## config.mk

```make
export PLATFORM = sky130hd
export DESIGN_NAME = ipmm_ram
export DESIGN_NICKNAME = d
export VERILOG_FILES = /design/src/rtl/ipmm_ram.sv
export SDC_FILE = /design/constraint.sdc
export NUM_CORES = 1
export LEC_CHECK = 0
export BUFFER_PORTS_ARGS = -buffer_cell sky130_fd_sc_hd__buf_2
export CAP_MARGIN = 20
export CORE_MARGIN = 5
export CORE_UTILIZATION = 67
export CTS_CLUSTER_DIAMETER = 200
export DETAILED_ROUTE_END_ITERATION = 6
export PLACE_DENSITY = 0.92
export SYNTH_ARGS = -nofsm -noshare
export SYNTH_HDL_FRONTEND = slang
export SYNTH_SLANG_ARGS = --single-unit
```

## constraint.sdc

```tcl
create_clock -name clk_i -period 3.8 [get_ports clk_i]
set_clock_uncertainty 0.15 [all_clocks]
set_input_delay 0.76 -clock clk_i [delete_from_list [all_inputs] [get_ports clk_i]]
set_output_delay 0.76 -clock clk_i [all_outputs]
set_load 0.02 [all_outputs]
```

## src/rtl/ipmm_ram.sv

```systemverilog
`default_nettype none
module ipmm_ram #(
  parameter int unsigned Width = 8,
  parameter int unsigned Depth = 64
) (
  input  wire logic                     clk_i,
  input  wire logic                     we_i,
  input  wire logic [$clog2(Depth)-1:0] waddr_i,
  input  wire logic [Width-1:0]         wdata_i,
  input  wire logic [$clog2(Depth)-1:0] raddr_i,
  output logic      [Width-1:0]         rdata_o
);
  logic [Width-1:0] mem_q [Depth];

  // one write port, registered read port
  always_ff @(posedge clk_i) begin
    if (we_i) mem_q[waddr_i] <= wdata_i;
    rdata_o <= mem_q[raddr_i];
  end
endmodule
`default_nettype wire

```

---- Word level (Yosys, flattened, before mapping) ----
Memories as Yosys holds them, arrays and structs flattened. A register that Yosys moved wholly into a read port is not among the register bits.
Index checks and enable logic that the tools add are counted.
cells by class
  muxes and demuxes ....................... 2
operators with widths
  operator          number
  2-to-1 mux 1 bit  2
word-level totals
  bits in writable memories ............... 512
  word-level logic and storage cells ...... 3
  memories kept ........................... 1
  output and inout port bits .............. 8
  input bits .............................. 22
  register bits after elaboration ......... 0
memories
  name   words  bits a word  read ports  clocked after memory_dff  wr ports  RTL line  RTL
  mem_q  64     8            1           1                         1         13        logic [Width-1:0] mem_q [Depth];

---- Longest topological paths before layout ----
  depth in word-level cells ............... 2
  mapped depth ............................ 9
  mapped depth without buffers ............ 5

---- Worst setup path before layout ----
No wires, ideal clock.
  path kind ............................... input-to-reg
  start point ............................. input port raddr_i[1]
  end point ............................... register rdata_o[3], read port of mem_q
  setup time .............................. 0.128 ns
  slack ................................... 1.222 ns
  cell stages on the path ................. 7
  arrival time ............................ 2.300 ns
  cell sequence ........................... buf_4 > buf_2 > buf_2 > mux4_2 > mux4_2 > o21ai_1 > o41ai_1
RTL lines
  element      RTL line  RTL
  from (decl)  10        input wire logic [$clog2(Depth)-1:0] raddr_i,
  to (decl)    11        output logic [Width-1:0] rdata_o

==> metrics.log <==
INFO  metric fin_tns_setup = 0 ps
INFO  metric cts_buffer_count = 47
INFO  metric max-cap-violations = 0
INFO  metric maximum_number_of_pins_on_one_net_before_global_route_repair = 65
INFO  metric cts_root_buf = sky130_fd_sc_hd__clkbuf_16
INFO  metric ys.warnings.count = 0
INFO  metric tritoncts_num_sinks = 520
INFO  metric worst_r2r_startpoint = mem_q[12][0]
INFO  metric final_std_cells_w_o_fill = 1446
INFO  metric worst-r2r-setup-slack = 1570 ps
INFO  metric max_slew_margin = 0.2143
INFO  metric ys_dominant_reg_cell = sky130_fd_sc_hd__edfxtp_1
INFO  metric via_count = 10.85k
INFO  metric first_global_vias = 10.70k
INFO  metric worst-path-buf-inv = 2
INFO  metric worst-slew-pin-transition = 1174 ps
INFO  metric post_synth_instance_area = 0.02017 mm^2
INFO  metric fillers = 1357
INFO  metric synthesis.instances = 940
INFO  metric drt_pass_1_iters = 6
INFO  metric hold_depth = 1
INFO  metric post_route_cells_drive_above_1_share = 0.2704
INFO  metric clock_tree.buffer_depth = 3
INFO  metric coreArea = 0.02972 mm^2
INFO  metric post_detailed_route_via_to_cell_ratio = 7.503
INFO  metric place_inst = 1349
INFO  metric power_density = 517.2 mW/mm^2
INFO  metric areaGrowthSynthToFinish = 11.37%
INFO  metric cp_data_arrival_time = 3200 ps
INFO  metric cts.clk_slew.worst_paths = 70 ps
INFO  metric top_level_ports = 30
INFO  metric critical_path.reg2reg.endpoint = rdata_o[0]
INFO  metric globalplace.congestion = 0.8754
INFO  metric iteration_0_drc_count_of_the_detailed_router = 2241
INFO  metric grt_use_total = 0.3075
INFO  metric place_hpwl = 27.55 mm
INFO  metric critical-path-slowest-cell = sky130_fd_sc_hd__buf_4
INFO  metric final_antenna_net_count = 0
INFO  metric dieArea = 0.03367 mm^2
INFO  metric power.leakage = 0.007075 uW
INFO  metric crit_family = buffers and inverters
INFO  metric postSynthAreaPerCell = 21.45 um^2
INFO  metric grt_setup_unrepaired = false
INFO  metric timing.critical_path.to_type = flop
INFO  metric die_x = 183.5 um
INFO  metric routedWlPerCell = 35.66 um
INFO  metric net_count_after_synthesis = 962
INFO  metric grt_pass1_wl = 74.33 mm
INFO  metric die_height = 183.5 um
INFO  metric number_of_nets_in_the_layout = 1038
INFO  metric post-route-cell-area = 0.02246 mm^2
INFO  metric worst_hold_path.endpoint = mem_q[20][3]
INFO  metric final-setup-viol-count = 0
INFO  metric worst-r2r-cell-count = 5
INFO  metric cts_h_tree_depth = 2
INFO  metric tritoncts_clock_tree = yes
INFO  metric final_critical_path_share_of_the_clock_period = 0.7672
INFO  metric residual_drc = 0
INFO  metric postCtsSetupBuffers = 0
INFO  metric portBuffers = 29
INFO  metric hold_ws = 436.2 ps
INFO  metric outcome = finished, final reports clean
INFO  metric clk-insertion-delay-late = 570 ps
INFO  metric fp-row-count = 63
INFO  metric hp-start = wdata_i[3]
INFO  metric critPathMaxStageDelay = 510 ps
INFO  metric path_cells = buf_4 > buf_4 > nand2b_1 > a211oi_1 > nor4_1 > nor3_1 > o32ai_1
INFO  metric crit_path_class = in -> reg
INFO  metric peak_ir_drop_on_the_vdd_network = 375.2 uV
INFO  metric report.final.slew_viol_count = 0
INFO  metric timing_hold_violations_final = 0
INFO  metric path_category_of_the_worst_min_delay_check = in -> reg
INFO  metric report.power.total = 11620 uW
INFO  metric worstSetupStartpointType = input port
INFO  metric post-route-min-period = 2915 ps
INFO  metric placed_area = 0.02084 mm^2
INFO  metric timing.fmax = 343.0 MHz
INFO  metric ys_types = 40
INFO  metric critical_path.most_common_cell = sky130_fd_sc_hd__buf_4
INFO  metric cts.repair.resized = 0
INFO  metric path_max_fanout = 35
INFO  metric synth_async_sr_flop_share = 0
INFO  metric antenna_violations_before_repair = 5
INFO  metric synth.ff_latch_count = 520
INFO  metric share_of_the_yosys_chip_area_belonging_to_registers = 0.7703
INFO  metric initial_core_utilization = 0.6786
INFO  metric grt_overflow = 0
INFO  metric critical_path_required = 4090 ps
INFO  metric holdBufCountCts = 0
INFO  metric totalWireLength = 51.57 mm
INFO  metric synth_edf_count = 512
## worst reg2reg max path, stage by stage (launching register included)
cell	delay, ps
sky130_fd_sc_hd__edfxtp_1	390
sky130_fd_sc_hd__mux4_2	500
sky130_fd_sc_hd__mux4_2	490
sky130_fd_sc_hd__nor2_1	280
sky130_fd_sc_hd__nor3_1	140
sky130_fd_sc_hd__o2bb2ai_1	160
## power breakdown
part | switching, uW | internal (uW) | leakage, uW | total [uW]
logic | 406 | 236 | 0.00169 | 642
registers | 28.3 | 6340 | 0.00467 | 6370
clock network | 2100 | 2500 | 0.000708 | 4600
total | 2540 | 9080 | 0.00708 | 11600
## cells in the mapped netlist, drive strengths merged, types with 4 or more instances
library cell,n,share of area
edfxtp,512,0.76
mux4,126,0.14
nor2,83,0.015
buf,34,0.013
mux2i,23,0.011
nand2,19,0.0035
clkbuf,17,0.0032
nor2b,14,0.0043
mux2,13,0.0073
nand3,13,0.0032
dfxtp,8,0.0079
o221ai,8,0.0035
o22ai,8,0.0025
nand2b,7,0.0022
nor3,7,0.0017
a221oi,6,0.0026
a211oi,4,0.0015
o21ai,4,0.00099
## worst max path at each step
stage	cells past startpoint	slack, ps	start	endpoint
after global routing	7	870	raddr_i[1]	rdata_o[4]
final	7	880	raddr_i[1]	rdata_o[4]
after floorplan	7	1220	raddr_i[1]	rdata_o[3]
after global placement	5	510	raddr_i[0]	rdata_o[3]
after CTS	7	950	raddr_i[1]	rdata_o[4]
after detailed placement	7	570	raddr_i[0]	rdata_o[6]
## metal layers
layer  GRT usage  vias up  share of wire
met2      0.4835     1118           0.48
met5           0        -        0.00076
met1      0.4341     5448           0.33
met3     0.07182      202           0.14
met4      0.1168        6          0.049
li1            -     4075              -
## kinds of logic after synthesis
kind of cell	Yosys count	synth area share
compound gates	54	0.02072
mux	162	0.1594
flops	520	0.7703
buf+inv	51	0.01570
simple gates	153	0.03387
## registers in the layout (all words and copies together), names as in the netlist
name / count
mem_q: 512
rdata_o: 8
## cells in the final DEF (no fill, tap or decap), types with 7 or more instances in the layout
master	netlist	final
sky130_fd_sc_hd__buf_2	11	26
sky130_fd_sc_hd__nand2b_1	7	7
sky130_fd_sc_hd__o22ai_1	8	8
sky130_fd_sc_hd__o221ai_1	8	8
sky130_fd_sc_hd__nor3_1	7	7
sky130_fd_sc_hd__mux2i_1	23	23
sky130_fd_sc_hd__buf_12	2	11
sky130_fd_sc_hd__nand3_1	13	13
sky130_fd_sc_hd__buf_4	13	39
sky130_fd_sc_hd__edfxtp_1	512	512
sky130_fd_sc_hd__nand2_1	19	19
sky130_fd_sc_hd__clkinv_1	0	11
sky130_fd_sc_hd__nor2_1	83	83
sky130_fd_sc_hd__clkinv_2	0	11
sky130_fd_sc_hd__dfxtp_1	8	8
sky130_fd_sc_hd__nor2b_1	14	14
sky130_fd_sc_hd__mux2_2	13	13
sky130_fd_sc_hd__clkbuf_1	17	9
sky130_fd_sc_hd__clkbuf_16	0	49
sky130_fd_sc_hd__mux4_2	126	126
## through the flow
step / utilization / worst slack [ps]
after floorplan: - / 1222
after global placement: 0.7011 / 510.3
after detailed placement: 0.7012 / 565.3
after CTS: 0.7502 / 945.8
after global routing: 0.7557 / 869.2
final: 0.7558 / 884.6
## area by class of cell
class,count,area (um^2),area share
Antenna cell,2,5.005,0.0002228
Timing Repair Buffer,78,660.6,0.02942
Clock inverter,29,195.2,0.008691
Multi-Input combinational cell,369,4315,0.1921
Sequential cell,520,15530,0.6917
Clock buffer,58,1260,0.05610
Tap cell,390,488.0,0.02173
Power figures use the tool's default switching activity.
